## src/sv/kimr_pkg.sv

```systemverilog
// Shared types and constants for the knot insertion matrix row generator.
`timescale 1ns / 1ps
`default_nettype none
package kimr_pkg;

   localparam int FRAC_BITS     = 16;
   localparam int KNOT_W        = 32;
   localparam int WEIGHT_W      = FRAC_BITS + 1;
   localparam int DIFF_W        = KNOT_W + 1;
   localparam int DVD_W         = DIFF_W + FRAC_BITS;
   localparam int RATIO_LOG     = 40;
   localparam int MAG_W         = RATIO_LOG + 1;
   localparam int PROD_W        = MAG_W + WEIGHT_W;
   localparam int TERM_W        = MAG_W + 1;
   localparam int SUM_W         = TERM_W + 1;
   localparam int CNT_W         = $clog2(DVD_W);
   localparam int COLUMN_W      = 5;
   localparam int INDEX_W       = 5;

   localparam int DEF_MAX_OLD_KNOTS = 32;
   localparam int DEF_MAX_DEGREE    = 5;

   localparam logic [2:0] DEGREE_RESET = 3'd3;
   localparam logic [5:0] COUNT_RESET  = 6'd8;

   localparam logic [WEIGHT_W-1:0] ONE_W = WEIGHT_W'(1) << FRAC_BITS;

   localparam logic REQ_OLD_KNOT = 1'b0;
   localparam logic REQ_REFINED  = 1'b1;

   typedef enum logic [0:0] {
      CSR_DEGREE = 1'b0,
      CSR_COUNT  = 1'b1
   } csr_addr_type;

   typedef struct packed {
      logic                     start;
      logic signed [DIFF_W-1:0] num;
      logic signed [DIFF_W-1:0] den;
      logic [WEIGHT_W-1:0]      w;
   } term_cmd_type;

   typedef struct packed {
      logic                     done;
      logic signed [TERM_W-1:0] value;
   } term_rsp_type;

endpackage
`default_nettype wire

```

## src/sv/kimr_ram.sv

```systemverilog
// Generic single-write, single-read RAM with a registered read port.
`timescale 1ns / 1ps
`default_nettype none
module kimr_ram #(
   parameter int WIDTH = 32,
   parameter int DEPTH = 32,
   localparam int ADDR_W = (DEPTH > 1) ? $clog2(DEPTH) : 1
) (
   input  wire logic              clock,
   input  wire logic              wr_en,
   input  wire logic [ADDR_W-1:0] wr_addr,
   input  wire logic [WIDTH-1:0]  wr_data,
   input  wire logic [ADDR_W-1:0] rd_addr,
   output logic      [WIDTH-1:0]  rd_data
);

   logic [WIDTH-1:0] mem_ff [DEPTH];
   logic [WIDTH-1:0] rd_data_ff;

   always_ff @(posedge clock) begin
      if (wr_en) begin
         mem_ff[wr_addr] <= wr_data;
      end
      rd_data_ff <= mem_ff[rd_addr];
   end

   assign rd_data = rd_data_ff;

endmodule
`default_nettype wire

```

## src/sv/kimr_term.sv

```systemverilog
// Serial ratio-times-weight unit: restoring divider followed by shift-add multiplier.
`timescale 1ns / 1ps
`default_nettype none
module kimr_term import kimr_pkg::*; (
   input  wire logic         clock,
   input  wire logic         reset,
   input  wire term_cmd_type cmd,
   output term_rsp_type      rsp
);

   typedef enum logic [2:0] {
      T_IDLE = 3'b001,
      T_DIV  = 3'b010,
      T_MUL  = 3'b100
   } term_state_type;

   localparam logic [DVD_W-1:0] RATIO_LIM = DVD_W'(1) << RATIO_LOG;

   term_state_type      state_ff, state_in;
   logic [CNT_W-1:0]    cnt_ff, cnt_in;
   logic                done_ff, done_in;
   logic                neg_ff, neg_in;
   logic [DIFF_W-1:0]   den_ff, den_in;
   logic [DVD_W-1:0]    dvd_ff, dvd_in;
   logic [DIFF_W-1:0]   rem_ff, rem_in;
   logic [PROD_W-1:0]   mcand_ff, mcand_in;
   logic [WEIGHT_W-1:0] mplier_ff, mplier_in;
   logic [PROD_W-1:0]   acc_ff, acc_in;

   logic [DIFF_W-1:0]   num_mag;
   logic [DIFF_W-1:0]   den_mag;
   logic [DIFF_W:0]     trial;
   logic [DIFF_W:0]     trial_sub;
   logic                fits;
   logic [DVD_W-1:0]    quotient;
   logic [MAG_W-1:0]    mag;

   always_comb begin
      num_mag   = cmd.num[DIFF_W-1] ? DIFF_W'(-cmd.num) : DIFF_W'(cmd.num);
      den_mag   = cmd.den[DIFF_W-1] ? DIFF_W'(-cmd.den) : DIFF_W'(cmd.den);
      trial     = {rem_ff, dvd_ff[DVD_W-1]};
      trial_sub = trial - {1'b0, den_ff};
      fits      = (trial >= {1'b0, den_ff});
      quotient  = {dvd_ff[DVD_W-2:0], fits};

      state_in  = state_ff;
      cnt_in    = cnt_ff;
      done_in   = 1'b0;
      neg_in    = neg_ff;
      den_in    = den_ff;
      dvd_in    = dvd_ff;
      rem_in    = rem_ff;
      mcand_in  = mcand_ff;
      mplier_in = mplier_ff;
      acc_in    = acc_ff;

      unique case (state_ff)
         T_IDLE: begin
            if (cmd.start) begin
               neg_in    = cmd.num[DIFF_W-1] ^ cmd.den[DIFF_W-1];
               den_in    = den_mag;
               dvd_in    = {num_mag, FRAC_BITS'(0)};
               rem_in    = '0;
               mplier_in = cmd.w;
               acc_in    = '0;
               cnt_in    = CNT_W'(DVD_W - 1);
               state_in  = T_DIV;
            end
         end
         T_DIV: begin
            rem_in = fits ? trial_sub[DIFF_W-1:0] : trial[DIFF_W-1:0];
            dvd_in = quotient;
            if (cnt_ff == '0) begin
               // The ratio saturates before it scales the weight.
               mcand_in = (quotient > RATIO_LIM) ? PROD_W'(RATIO_LIM) : PROD_W'(quotient);
               cnt_in   = CNT_W'(WEIGHT_W - 1);
               state_in = T_MUL;
            end else begin
               cnt_in = cnt_ff - 1'b1;
            end
         end
         T_MUL: begin
            if (mplier_ff[0]) begin
               acc_in = acc_ff + mcand_ff;
            end
            mcand_in  = mcand_ff << 1;
            mplier_in = mplier_ff >> 1;
            if (cnt_ff == '0) begin
               done_in  = 1'b1;
               state_in = T_IDLE;
            end else begin
               cnt_in = cnt_ff - 1'b1;
            end
         end
         default: state_in = T_IDLE;
      endcase
   end

   always_ff @(posedge clock) begin
      if (reset) begin
         state_ff <= T_IDLE;
         cnt_ff   <= '0;
         done_ff  <= 1'b0;
      end else begin
         state_ff <= state_in;
         cnt_ff   <= cnt_in;
         done_ff  <= done_in;
      end
      neg_ff    <= neg_in;
      den_ff    <= den_in;
      dvd_ff    <= dvd_in;
      rem_ff    <= rem_in;
      mcand_ff  <= mcand_in;
      mplier_ff <= mplier_in;
      acc_ff    <= acc_in;
   end

   assign mag       = acc_ff[FRAC_BITS +: MAG_W];
   assign rsp.done  = done_ff;
   assign rsp.value = neg_ff ? -$signed({1'b0, mag}) : $signed({1'b0, mag});

endmodule
`default_nettype wire

```

## src/sv/knot_insertion_matrix_rows.sv

```systemverilog
// Oslo knot insertion matrix rows: one weight per old-basis column for each refined knot.
// Old knot writes, the final refined knot and a push without a row leave the block idle.
// A row first builds the span indicator, then for each column and level runs up to
// two serial divisions of 49 steps and multiplications of 17 steps in the shared
// term unit, then emits one column at a time, each held until the output accepts it.
// Reset is synchronous: window, fill count and control clear, degree 3, old knot count 8.
`timescale 1ns / 1ps
`default_nettype none
module knot_insertion_matrix_rows import kimr_pkg::*; #(
   parameter int MAX_OLD_KNOTS = DEF_MAX_OLD_KNOTS,
   parameter int MAX_DEGREE    = DEF_MAX_DEGREE
) (
   input  wire logic        clock,
   input  wire logic        reset,
   input  wire logic        req_tvalid,
   output logic             req_tready,
   input  wire logic [39:0] req_tdata,   // knot_index[4:0], knot_value[36:5], zero fill
   input  wire logic        req_tuser,   // req_type
   input  wire logic        req_tlast,   // final_refined
   output logic             rsp_tvalid,
   input  wire logic        rsp_tready,
   output logic [23:0]      rsp_tdata,   // column[4:0], weight[21:5], zero fill
   output logic             rsp_tlast,   // last_in_row
   input  wire logic        csr_valid,
   output logic             csr_ready,
   input  wire logic [0:0]  csr_index,
   input  wire logic [5:0]  csr_data
);

   localparam int WIN_D = MAX_DEGREE + 1;
   localparam int WW    = $clog2(WIN_D);
   localparam int FW    = $clog2(WIN_D + 1);
   localparam int KA_W  = $clog2(MAX_OLD_KNOTS);
   localparam int RW_D  = MAX_OLD_KNOTS - 1;
   localparam int RA_W  = (RW_D > 1) ? $clog2(RW_D) : 1;
   localparam int CW    = $clog2(MAX_OLD_KNOTS + 1);

   typedef enum logic [16:0] {
      S_IDLE     = 17'b00000000000000001,
      S_INIT_A   = 17'b00000000000000010,
      S_INIT_B   = 17'b00000000000000100,
      S_INIT_W   = 17'b00000000000001000,
      S_COL_0    = 17'b00000000000010000,
      S_COL_1    = 17'b00000000000100000,
      S_COL_2    = 17'b00000000001000000,
      S_COL_3    = 17'b00000000010000000,
      S_COL_4    = 17'b00000000100000000,
      S_T1_GO    = 17'b00000001000000000,
      S_T1_WAIT  = 17'b00000010000000000,
      S_T2_GO    = 17'b00000100000000000,
      S_T2_WAIT  = 17'b00001000000000000,
      S_COL_WR   = 17'b00010000000000000,
      S_OUT_RD   = 17'b00100000000000000,
      S_OUT_LD   = 17'b01000000000000000,
      S_OUT_WAIT = 17'b10000000000000000
   } state_type;

   state_type                state_ff, state_in;
   logic [2:0]               degree_ff, degree_in;
   logic [5:0]               count_ff, count_in;
   logic signed [KNOT_W-1:0] win_ff [WIN_D];
   logic signed [KNOT_W-1:0] win_in [WIN_D];
   logic [FW-1:0]            fill_ff, fill_in;
   logic [WW-1:0]            base_ff, base_in;
   logic [WW-1:0]            q_ff, q_in;
   logic [CW-1:0]            j_ff, j_in;
   logic signed [KNOT_W-1:0] ka_ff, ka_in;
   logic signed [KNOT_W-1:0] kq_ff, kq_in;
   logic signed [KNOT_W-1:0] k1_ff, k1_in;
   logic signed [KNOT_W-1:0] kq1_ff, kq1_in;
   logic [WEIGHT_W-1:0]      w0_ff, w0_in;
   logic [WEIGHT_W-1:0]      w1_ff, w1_in;
   logic signed [SUM_W-1:0]  s_ff, s_in;
   logic                     rsp_valid_ff, rsp_valid_in;
   logic [COLUMN_W-1:0]      rsp_col_ff, rsp_col_in;
   logic [WEIGHT_W-1:0]      rsp_w_ff, rsp_w_in;
   logic                     rsp_last_ff, rsp_last_in;

   logic [WW-1:0]            p_eff;
   logic [CW-1:0]            n_eff;
   logic                     req_fire;
   logic [INDEX_W-1:0]       req_index;
   logic signed [KNOT_W-1:0] req_value;
   logic signed [KNOT_W-1:0] x_cur;
   logic signed [KNOT_W-1:0] x_zero;
   logic                     kn_we;
   logic [KA_W-1:0]          kn_waddr;
   logic [KA_W-1:0]          kn_raddr;
   logic [KNOT_W-1:0]        kn_rdata;
   logic signed [KNOT_W-1:0] kn_val;
   logic                     rw_we;
   logic [RA_W-1:0]          rw_waddr;
   logic [WEIGHT_W-1:0]      rw_wdata;
   logic [RA_W-1:0]          rw_raddr;
   logic [WEIGHT_W-1:0]      rw_rdata;
   logic signed [DIFF_W-1:0] d1;
   logic signed [DIFF_W-1:0] d2;
   term_cmd_type             term_cmd;
   term_rsp_type             term_rsp;
   logic [CW-1:0]            j_plus1;
   logic [CW-1:0]            j_plusq;
   logic [CW-1:0]            j_plusq1;
   logic signed [SUM_W-1:0]  s_next;
   logic [WEIGHT_W-1:0]      s_clamped;
   int                       fill_new;

   assign req_fire  = req_tvalid && req_tready;
   assign req_index = req_tdata[4:0];
   assign req_value = $signed(req_tdata[36:5]);
   assign kn_val    = $signed(kn_rdata);
   assign p_eff     = (int'(degree_ff) > MAX_DEGREE) ? WW'(MAX_DEGREE) : WW'(degree_ff);
   assign n_eff     = (int'(count_ff) > MAX_OLD_KNOTS) ? CW'(MAX_OLD_KNOTS) : CW'(count_ff);
   assign x_zero    = win_ff[base_ff];
   assign x_cur     = win_ff[WW'(base_ff + q_ff)];
   assign j_plus1   = j_ff + 1'b1;
   assign j_plusq   = j_ff + CW'(q_ff);
   assign j_plusq1  = j_ff + CW'(q_ff) + 1'b1;
   assign d1        = DIFF_W'(kq_ff) - DIFF_W'(ka_ff);
   assign d2        = DIFF_W'(kq1_ff) - DIFF_W'(k1_ff);
   assign s_next    = s_ff + SUM_W'(term_rsp.value);
   assign s_clamped = (s_ff < 0) ? '0 :
                      (s_ff > $signed(SUM_W'(ONE_W))) ? ONE_W : s_ff[WEIGHT_W-1:0];

   always_comb begin
      degree_in = degree_ff;
      count_in  = count_ff;
      if (csr_valid && csr_ready) begin
         unique case (csr_index)
            CSR_DEGREE: degree_in = csr_data[2:0];
            CSR_COUNT:  count_in  = csr_data;
            default:    ;
         endcase
      end
   end

   always_comb begin
      state_in     = state_ff;
      win_in       = win_ff;
      fill_in      = fill_ff;
      base_in      = base_ff;
      q_in         = q_ff;
      j_in         = j_ff;
      ka_in        = ka_ff;
      kq_in        = kq_ff;
      k1_in        = k1_ff;
      kq1_in       = kq1_ff;
      w0_in        = w0_ff;
      w1_in        = w1_ff;
      s_in         = s_ff;
      rsp_valid_in = rsp_valid_ff;
      rsp_col_in   = rsp_col_ff;
      rsp_w_in     = rsp_w_ff;
      rsp_last_in  = rsp_last_ff;
      kn_we        = 1'b0;
      kn_waddr     = KA_W'(req_index);
      kn_raddr     = j_ff[KA_W-1:0];
      rw_we        = 1'b0;
      rw_waddr     = j_ff[RA_W-1:0];
      rw_wdata     = s_clamped;
      rw_raddr     = j_ff[RA_W-1:0];
      term_cmd     = '0;
      fill_new     = int'(fill_ff);

      unique case (state_ff)
         S_IDLE: begin
            if (req_fire) begin
               if (req_tuser == REQ_OLD_KNOT) begin
                  kn_we = (int'(req_index) < MAX_OLD_KNOTS);
               end else if (req_tlast) begin
                  for (int i = 0; i < WIN_D; i++) begin
                     win_in[i] = '0;
                  end
                  fill_in = '0;
               end else begin
                  if (int'(fill_ff) < WIN_D) begin
                     win_in[fill_ff[WW-1:0]] = req_value;
                     fill_in  = fill_ff + 1'b1;
                     fill_new = int'(fill_ff) + 1;
                  end else begin
                     for (int i = 0; i < WIN_D - 1; i++) begin
                        win_in[i] = win_ff[i + 1];
                     end
                     win_in[WIN_D-1] = req_value;
                  end
                  base_in = WW'(fill_new - int'(p_eff) - 1);
                  j_in    = '0;
                  if (p_eff != '0 && int'(n_eff) >= int'(p_eff) + 2 &&
                      fill_new >= int'(p_eff) + 1) begin
                     state_in = S_INIT_A;
                  end
               end
            end
         end
         S_INIT_A: begin
            state_in = S_INIT_B;
         end
         S_INIT_B: begin
            kn_raddr = j_plus1[KA_W-1:0];
            ka_in    = kn_val;
            state_in = S_INIT_W;
         end
         S_INIT_W: begin
            // Span indicator: one where the knot at the window base lies in [k[j], k[j+1]).
            rw_we    = 1'b1;
            rw_wdata = (ka_ff <= x_zero && x_zero < kn_val) ? ONE_W : '0;
            if (int'(j_ff) + 2 == int'(n_eff)) begin
               j_in     = '0;
               q_in     = WW'(1);
               state_in = S_COL_0;
            end else begin
               j_in     = j_plus1;
               state_in = S_INIT_A;
            end
         end
         S_COL_0: begin
            state_in = S_COL_1;
         end
         S_COL_1: begin
            kn_raddr = j_plusq[KA_W-1:0];
            ka_in    = kn_val;
            state_in = S_COL_2;
         end
         S_COL_2: begin
            kn_raddr = j_plus1[KA_W-1:0];
            kq_in    = kn_val;
            state_in = S_COL_3;
         end
         S_COL_3: begin
            kn_raddr = j_plusq1[KA_W-1:0];
            rw_raddr = j_plus1[RA_W-1:0];
            k1_in    = kn_val;
            w0_in    = rw_rdata;
            state_in = S_COL_4;
         end
         S_COL_4: begin
            kq1_in   = kn_val;
            w1_in    = rw_rdata;
            state_in = S_T1_GO;
         end
         S_T1_GO: begin
            s_in = '0;
            if (d1 != '0) begin
               term_cmd.start = 1'b1;
               term_cmd.num   = DIFF_W'(x_cur) - DIFF_W'(ka_ff);
               term_cmd.den   = d1;
               term_cmd.w     = w0_ff;
               state_in       = S_T1_WAIT;
            end else begin
               state_in = S_T2_GO;
            end
         end
         S_T1_WAIT: begin
            if (term_rsp.done) begin
               s_in     = s_next;
               state_in = S_T2_GO;
            end
         end
         S_T2_GO: begin
            if (d2 != '0) begin
               term_cmd.start = 1'b1;
               term_cmd.num   = DIFF_W'(kq1_ff) - DIFF_W'(x_cur);
               term_cmd.den   = d2;
               term_cmd.w     = w1_ff;
               state_in       = S_T2_WAIT;
            end else begin
               state_in = S_COL_WR;
            end
         end
         S_T2_WAIT: begin
            if (term_rsp.done) begin
               s_in     = s_next;
               state_in = S_COL_WR;
            end
         end
         S_COL_WR: begin
            // In-place update is safe: the next column reads only entries not yet rewritten.
            rw_we    = 1'b1;
            rw_wdata = s_clamped;
            state_in = S_COL_0;
            if (int'(j_ff) + int'(q_ff) + 2 == int'(n_eff)) begin
               j_in = '0;
               if (q_ff == p_eff) begin
                  state_in = S_OUT_RD;
               end else begin
                  q_in = q_ff + 1'b1;
               end
            end else begin
               j_in = j_plus1;
            end
         end
         S_OUT_RD: begin
            state_in = S_OUT_LD;
         end
         S_OUT_LD: begin
            rsp_valid_in = 1'b1;
            rsp_col_in   = COLUMN_W'(j_ff);
            rsp_w_in     = rw_rdata;
            rsp_last_in  = (int'(j_ff) + int'(p_eff) + 2 == int'(n_eff));
            state_in     = S_OUT_WAIT;
         end
         S_OUT_WAIT: begin
            if (rsp_tready) begin
               rsp_valid_in = 1'b0;
               j_in         = j_plus1;
               state_in     = rsp_last_ff ? S_IDLE : S_OUT_RD;
            end
         end
         default: state_in = S_IDLE;
      endcase
   end

   always_ff @(posedge clock) begin
      if (reset) begin
         state_ff     <= S_IDLE;
         degree_ff    <= DEGREE_RESET;
         count_ff     <= COUNT_RESET;
         fill_ff      <= '0;
         rsp_valid_ff <= 1'b0;
         for (int i = 0; i < WIN_D; i++) begin
            win_ff[i] <= '0;
         end
      end else begin
         state_ff     <= state_in;
         degree_ff    <= degree_in;
         count_ff     <= count_in;
         fill_ff      <= fill_in;
         rsp_valid_ff <= rsp_valid_in;
         win_ff       <= win_in;
      end
      base_ff     <= base_in;
      q_ff        <= q_in;
      j_ff        <= j_in;
      ka_ff       <= ka_in;
      kq_ff       <= kq_in;
      k1_ff       <= k1_in;
      kq1_ff      <= kq1_in;
      w0_ff       <= w0_in;
      w1_ff       <= w1_in;
      s_ff        <= s_in;
      rsp_col_ff  <= rsp_col_in;
      rsp_w_ff    <= rsp_w_in;
      rsp_last_ff <= rsp_last_in;
   end

   kimr_ram #(
      .WIDTH (KNOT_W),
      .DEPTH (MAX_OLD_KNOTS)
   ) u_knots (
      .clock   (clock),
      .wr_en   (kn_we),
      .wr_addr (kn_waddr),
      .wr_data (req_tdata[36:5]),
      .rd_addr (kn_raddr),
      .rd_data (kn_rdata)
   );

   kimr_ram #(
      .WIDTH (WEIGHT_W),
      .DEPTH (RW_D)
   ) u_row (
      .clock   (clock),
      .wr_en   (rw_we),
      .wr_addr (rw_waddr),
      .wr_data (rw_wdata),
      .rd_addr (rw_raddr),
      .rd_data (rw_rdata)
   );

   kimr_term u_term (
      .clock (clock),
      .reset (reset),
      .cmd   (term_cmd),
      .rsp   (term_rsp)
   );

   assign req_tready = (state_ff == S_IDLE);
   assign csr_ready  = 1'b1;
   assign rsp_tvalid = rsp_valid_ff;
   assign rsp_tdata  = {2'b00, rsp_w_ff, rsp_col_ff};
   assign rsp_tlast  = rsp_last_ff;

   // Input is taken only once every weight of the previous row has been transferred.
   assert property (@(posedge clock) disable iff (reset) req_tready |-> !rsp_tvalid)
      else $error("input accepted while a result is pending");

   // A delivered weight never exceeds one.
   assert property (@(posedge clock) disable iff (reset)
      rsp_tvalid |-> (rsp_tdata[21:5] <= ONE_W))
      else $error("weight above one");

   // The window never holds more knots than it has slots.
   assert property (@(posedge clock) disable iff (reset) int'(fill_ff) <= WIN_D)
      else $error("window fill overflow");

   // The term unit is started only in the two term-start states of a column step.
   assert property (@(posedge clock) disable iff (reset)
      term_cmd.start |-> (state_ff == S_T1_GO || state_ff == S_T2_GO))
      else $error("term unit started outside a column step");

endmodule
`default_nettype wire

```

## config.mk

```make
export PLATFORM = sky130hd
export DESIGN_NAME = knot_insertion_matrix_rows
export DESIGN_NICKNAME = d
export VERILOG_FILES = /design/src/sv/kimr_pkg.sv /design/src/sv/kimr_ram.sv /design/src/sv/kimr_term.sv /design/src/sv/knot_insertion_matrix_rows.sv
export SDC_FILE = /design/constraint.sdc
export NUM_CORES = 2
export LEC_CHECK = 0
export CAP_MARGIN = 20
export CORE_UTILIZATION = 45
export CTS_BUF_LIST = sky130_fd_sc_hd__clkbuf_4 sky130_fd_sc_hd__clkbuf_8
export DETAILED_ROUTE_END_ITERATION = 6
export DONT_BUFFER_PORTS = 1
export HOLD_SLACK_MARGIN = 0.05
export PLACE_DENSITY = 0.66
export REMOVE_ABC_BUFFERS = 1
export SETUP_SLACK_MARGIN = 0.3
export SYNTH_ARGS = -nofsm -noshare
export SYNTH_HDL_FRONTEND = slang
export SYNTH_SLANG_ARGS = --single-unit
```

## constraint.sdc

```tcl
create_clock -name clock -period 11 [get_ports clock]
set_input_delay 2.2 -clock clock [delete_from_list [all_inputs] [get_ports clock]]
set_output_delay 2.2 -clock clock [all_outputs]
set_load 0.01 [all_outputs]
```

* Yosys cells after proc, flatten, opt, wreduce, memory -nomap -nowiden
Memory sizes are Yosys's and may differ from the RTL's. A register that Yosys moved wholly into a read port is not among the register bits. Cells that the tools add are included.
Storage, ports and cells: flip-flop bits (word level) 721, RAM bits 1551, input port bits 54, output and inout port bits 28, logic and storage cells 257, memories 2
Memories:
- u_knots.mem_ff | depth 32, bits a word 32, rd ports 1, clocked after Yosys merged registers in 1, wr ports 1, RTL line kimr_ram.sv:17 | logic [WIDTH-1:0] mem_ff [DEPTH];
- u_row.mem_ff | depth 31, bits a word 17, rd ports 1, clocked after Yosys merged registers in 1, wr ports 1, RTL line kimr_ram.sv:17
Operators by class: $add $sub $neg 27, magnitude comparators 15, eq/ne operators 40, muxes and demuxes 91, bitwise operators 7, reduce and logical (&&, ||, !) cells 40
Operator list (count):
- 192-bit two-way mux | 2
- 32-bit two-way mux | 10
- 17-bit one-hot mux with 17 select lines | 1
- 58-bit one-hot mux with 2 select lines | 2
- 17-bit two-way mux | 12
- 32-bit binary-select mux with 3-bit select | 2
- 192-bit bitwise mux | 1
- 58-bit two-way mux | 3
- 84-bit two-way mux | 2
- 84-bit one-hot mux with 2 select lines | 1
- 32-bit by 32-bit subtractor with 33-bit output | 4
- 33-bit two-way mux | 3
- 49-bit two-way mux | 2
- 49-bit one-hot mux with 2 select lines | 1
- 32-bit demux with 3-bit select | 1
- 43-bit one-hot mux with 2 select lines | 1
- 33-bit negator | 2
- 33-bit one-hot mux with 2 select lines | 1
- 33-bit nonzero test | 2
- 6-bit two-way mux | 10
- 58-bit adder | 1
- 49-bit by 41-bit > comparator with 1-bit output (second input constant) | 1
- 15-bit two-way mux | 3
- 43-bit by 42-bit adder with 43-bit output | 1
- 81 further kinds | 151

* Longest topological paths before layout
depth after elaboration 13, depth in mapped cells 26, depth with buffers taken out 26

* Hierarchy
Synthesis repeated with hierarchy kept, for this count alone.
Second synthesis, totals: cell total of the unflattened synthesis 8833, area total of the unflattened synthesis 111919.8 um2
Modules (own cells, without submodules):
- kimr_ram (u_knots) | times used 1, cells each 2260, area an instance 40485.1 um2, seq. area each 31390.1 um2
- knot_insertion_matrix_rows | times used 1, cells each 3787, area an instance 33500.9 um2, seq. area each 11651.2 um2
- kimr_ram (u_row) | times used 1, cells each 1017, area an instance 20895.0 um2, seq. area each 16165.5 um2
- kimr_term | times used 1, cells each 1769, area an instance 17038.8 um2, seq. area each 7617.3 um2

* Worst setup path before layout
Ideal clock, no wire load.
path type register to register, from reg base_ff[1], to reg u_term.dvd_ff[45] (data pin), setup time 0.165 ns, data arrival time 6.107 ns, data required time 10.835 ns, path slack 4.728 ns, stages on the path, launching flop included 24, period minus slack after synthesis 6.272 ns, path through edfxtp_1 clkbuf_1 inv_1 fa_1 clkbuf_1 clkbuf_1 clkbuf_1 nand3_1 nand2_1 ha_1 nor2b_1 o31a_1 o211ai_1 o211ai_1 a31oi_1 o221ai_1 a221oi_1 xor2_1 nor2b_1 o32ai_1 nor4_1 nand4_2 and3_1 o31ai_2
Between the ends: word-level cells in the longest chain between the ends 12, elaborated cells between the ends (all ways) 14, those cells by class 4 x add/sub; 9 x mux; 1 x bitwise
Ends and longest elaborated chain:
- start, declared | RTL line knot_insertion_matrix_rows.sv:64 | logic [WW-1:0] base_ff, base_in;
- start signal, assigned | RTL line knot_insertion_matrix_rows.sv:330 | base_ff <= base_in;
- 3-bit adder (*) | RTL line knot_insertion_matrix_rows.sv:114 | assign x_cur = win_ff[WW'(base_ff + q_ff)];
- 3-bit inverter with 4-bit output (not written as such) (*) | RTL line knot_insertion_matrix_rows.sv:114
- 32-bit binary-select mux with 3-bit select (*) | RTL line knot_insertion_matrix_rows.sv:114
- 32-bit two-way mux (not written as such) (*) (2 in a row) | RTL line knot_insertion_matrix_rows.sv:114
- 32-bit by 32-bit subtractor with 33-bit output (on tied branches) | RTL line knot_insertion_matrix_rows.sv:261, knot_insertion_matrix_rows.sv:244
- 84-bit two-way mux (on tied branches) | RTL line knot_insertion_matrix_rows.sv:259, knot_insertion_matrix_rows.sv:242
- 84-bit one-hot mux with 2 select lines (*) | RTL line knot_insertion_matrix_rows.sv:164 | unique case (state_ff)
- 33-bit negator | RTL line kimr_term.sv:39 | num_mag = cmd.num[DIFF_W-1] ? DIFF_W'(-cmd.num) : DIFF_W'(cmd.num);
- 33-bit two-way mux (*) | RTL line kimr_term.sv:39
- 49-bit two-way mux (*) | RTL line kimr_term.sv:59 | if (cmd.start) begin
- 49-bit one-hot mux with 2 select lines (*) | RTL line kimr_term.sv:57 | unique case (state_ff)
- named net u_term.dvd_in[45] | RTL line kimr_term.sv:24 | logic [DVD_W-1:0] dvd_ff, dvd_in;
- end signal, assigned | RTL line kimr_term.sv:111 | dvd_ff <= dvd_in;
- end, declared | RTL line kimr_term.sv:24
The timed path passes the listed nets; every way through them passes the cells marked *. The select of a mux whose other input is x is not followed. A chain may end at the register's enable or synchronous reset.

* Worst setup path after layout
from reg base_ff[1], to reg u_term.dvd_ff[48] (data pin)
The elaborated chain is that of the path after synthesis.

==> impl_metrics.ini <==
[clock_tree]
clk_pin_slew_worst_paths_ns = 0.06
htreeDepth = 5
clkLatencyLatePin_ns = 1.15
cts-buffers-inserted = 390
cts_tree = yes
cts_max_path_buffers = 4
ctsHoldBuffers = 0
cts_resized = 0
cts-root-buf = clkbuf_8
clock_sinks = 2319
postCtsSetupRepairBufs = 0

[timing]
whs_ns = 0.458
max_freq_mhz = 123
min_period_ns = 8.10
rsz0062_at_grt = false
finalHoldViolCount = 0
finalSetupViolations = 0
fin_worst_skew_ns = 0.146
fin_ws_ns = 2.90
maxSlewViolCount = 0
slew-limit-headroom_pct = 25.6
tightest_slew_ns = 1.11
fin_crit_sh_pct = 73.6

[pwr]
cellPowerDensity_mw_per_mm2 = 185
p_leak_uw = 0.0428
max-vdd-ir-drop_mv = 0.230

[synthesis]
syn-cell-area_sq_mm = 0.113
ys_warn_count = 0
synth-edff-count = 2038
syn_area_per_cell_sq_um = 11.7
synth_ff_type = edfxtp_1
ys_ff_latch = 2319
synthArstFlopShare_pct = 0
synth_top_area_share_pct = 54.2
ys_types = 106
yosysTopAreaCell = edfxtp_1
synthCells = 9618
yosysSeqAreaShare_pct = 59.2
synthTopCellsByArea = edfxtp_1 54%, dfxtp_1 5.0%, nand2_1 4.8%

[final_layout]
fill_cells = 21500
final_cells = 13300
multiInputGateArea_sq_mm = 0.0434
area_delta_synth_final_pct = 10.5
layout.cells.most_common_list = 2,038 x edfxtp_1, 1,440 x nand2_1, 580 x nor2_1
utilization_pct = 50.1
drive_gt1_share_pct = 12.3
register_area_sq_mm = 0.0668
fin_nets = 10000
layout_commonest_cell = edfxtp_1

[worst_hold_path]
hp-class = reg2reg

[place]
gp_congestion = 0.935
port_buffers = 0
post-place-ws_ns = 2.86
dp_hpwl_um = 192000
dp.cells = 12600

[flow_run]
maxCapViolations = 0

[global_routing]
grt_overflow = 0
grt.total_usage_pct = 23.9
grt_max_degree = 229
grt_pass1_wl_um = 465000
antenna_found_initial = 9
grt_pass1_vias = 77700

[floorplanning]
start_util_pct = 45.3
ios = 82
fp.dieW_um = 503
die_area_sq_mm = 0.253
fp.coreArea_sq_mm = 0.249
rows = 183
die_h_um = 503

[drt]
vias_per_cell = 5.99
wirelength_um = 307000
wl_per_cell_um = 23.2
ant_nets = 0
drc = 0
drt_first_pass_iters = 6
first_iter_violations = 8120
dr_total_vias = 79400

[worst_setup_path]
start_kind = flip-flop
rrSetupSlack_ns = 2.90
critPathKind = reg2reg
worstPathArrival_ns = 8.97
crit_fanout = 34
worstPathRequired_ns = 11.88
cp-end-kind = flip-flop

[status]
run_status = completed
[synthesized netlist by cell type, types with 17 or more instances]
| master | count |
|---|---|
| o32ai_1 | 31 |
| a21o_1 | 119 |
| or2_2 | 24 |
| o21bai_1 | 35 |
| nor3b_1 | 21 |
| inv_1 | 326 |
| and2_1 | 67 |
| xnor2_1 | 217 |
| a22oi_1 | 202 |
| a21oi_1 | 540 |
| and3_1 | 191 |
| o21ai_0 | 240 |
| nor2b_1 | 75 |
| nor3_1 | 252 |
| a211oi_1 | 45 |
| nand4_1 | 49 |
| o21a_1 | 64 |
| xor2_1 | 120 |
| a22o_1 | 47 |
| o22ai_1 | 22 |
| nor2_1 | 636 |
| nand2_1 | 1442 |
| a311oi_1 | 231 |
| and4_1 | 17 |
| nand2b_1 | 60 |
| buf_1 | 59 |
| mux4_2 | 217 |
| clkbuf_1 | 471 |
| nor4_1 | 48 |
| mux2i_1 | 75 |
| o211ai_1 | 29 |
| a31oi_1 | 96 |
| mux2_2 | 36 |
| edfxtp_1 | 2038 |
| dfxtp_1 | 281 |
| ha_1 | 362 |
| o31ai_1 | 85 |
| buf_2 | 25 |
| or3_1 | 42 |
| nand3_1 | 383 |
[critical path, cell delays in order, from the launching register on]
cell	delay, ns
edfxtp_1	0.32
buf_4	0.52
inv_1	0.18
fa_2	0.42
xnor2_1	0.38
xnor2_2	0.16
buf_4	0.55
mux4_2	0.58
nand2_1	0.08
o31a_1	0.23
ha_1	0.20
nor2b_1	0.06
o31a_1	0.28
o211ai_1	0.33
o211ai_1	0.16
a31oi_1	0.49
o221ai_1	0.28
a221oi_1	0.88
o21ai_0	0.24
o41ai_1	0.35
xor2_1	0.21
o21ai_0	0.24
a21oi_1	0.19
or4b_1	0.47
o21ai_1	0.14
[per-stage QoR]
stage,TNS (ns),cell area [sq um],total power [uW]
after floorplan,-294.09,111000,14900
after global placement,0,117000,15600
after detailed placement,0,117000,15700
after CTS,0,125000,23300
after global routing,0,125000,24100
final,0,125000,23100
[report_power, final]
part	total, uW	internal (uW)	switching, uW	leakage, uW
clock	7630	4190	3450	0.00413
combinational	5460	1820	3630	0.0191
sequential	10100	9760	295	0.0195
total	23100	15800	7380	0.0428
[state kept, by name, indices dropped and copies added, names as in the netlist, 17 cells and up]
signal            flops
win_ff              192
u_term.rem_ff        33
k1_ff                32
kq1_ff               32
u_term.dvd_ff        49
state_ff             17
u_knots.rd_data      32
w1_ff                17
u_term.mcand_ff      57
kq_ff                32
u_term.acc_ff        57
ka_ff                32
u_knots.mem_ff     1024
w0_ff                17
rsp_w_ff             17
u_row.mem_ff        527
u_term.den_ff        33
u_term.mplier_ff     17
s_ff                 43
u_row.rd_data        17
[area by class of cell]
cell class                 count  share of cell area (%)
antenna                        6                  0.0120
clock buffer                 566                    5.53
clock inverter               128                   0.636
inverter                     329                   0.991
multi-input combinational   6410                    34.8
sequential                  2319                    53.5
tap                         3330                    3.34
timing repair buffer         171                    1.17
[worst paths after layout]
kind,startpoint,endpoint,cells after the start
worst max-delay path,base_ff[1],u_term.dvd_ff[48],24
worst min-delay path,count_ff[2],count_ff[2],2
worst max register to register,base_ff[1],u_term.dvd_ff[48],24
worst min register to register,count_ff[2],count_ff[2],2
[cell families (layout without fill, tap and decap cells)]
kind of cell / Yosys count / in the layout / share of synthesized area (%)
AND/OR/NAND/NOR: 3391 / 3391 / 13.7
flip-flops: 2319 / 2319 / 59.2
AO/OA/AOI/OAI: 1977 / 1977 / 11.9
buffers and inverters: 890 / 1194 / 3.01
adder cells (fa/ha/maj): 374 / 374 / 4.22
XOR/XNOR: 337 / 337 / 2.61
multiplexers: 328 / 328 / 5.35
other: 2 / 9 / 0.00665
[routing by layer]
layer,share of wire [%],track usage [%]
met5,0,0
met3,7.2,3.63
met2,48,39.9
met1,41,31.2
met4,3.7,9.36
Note: power is estimated with default switching activity, not from simulation.
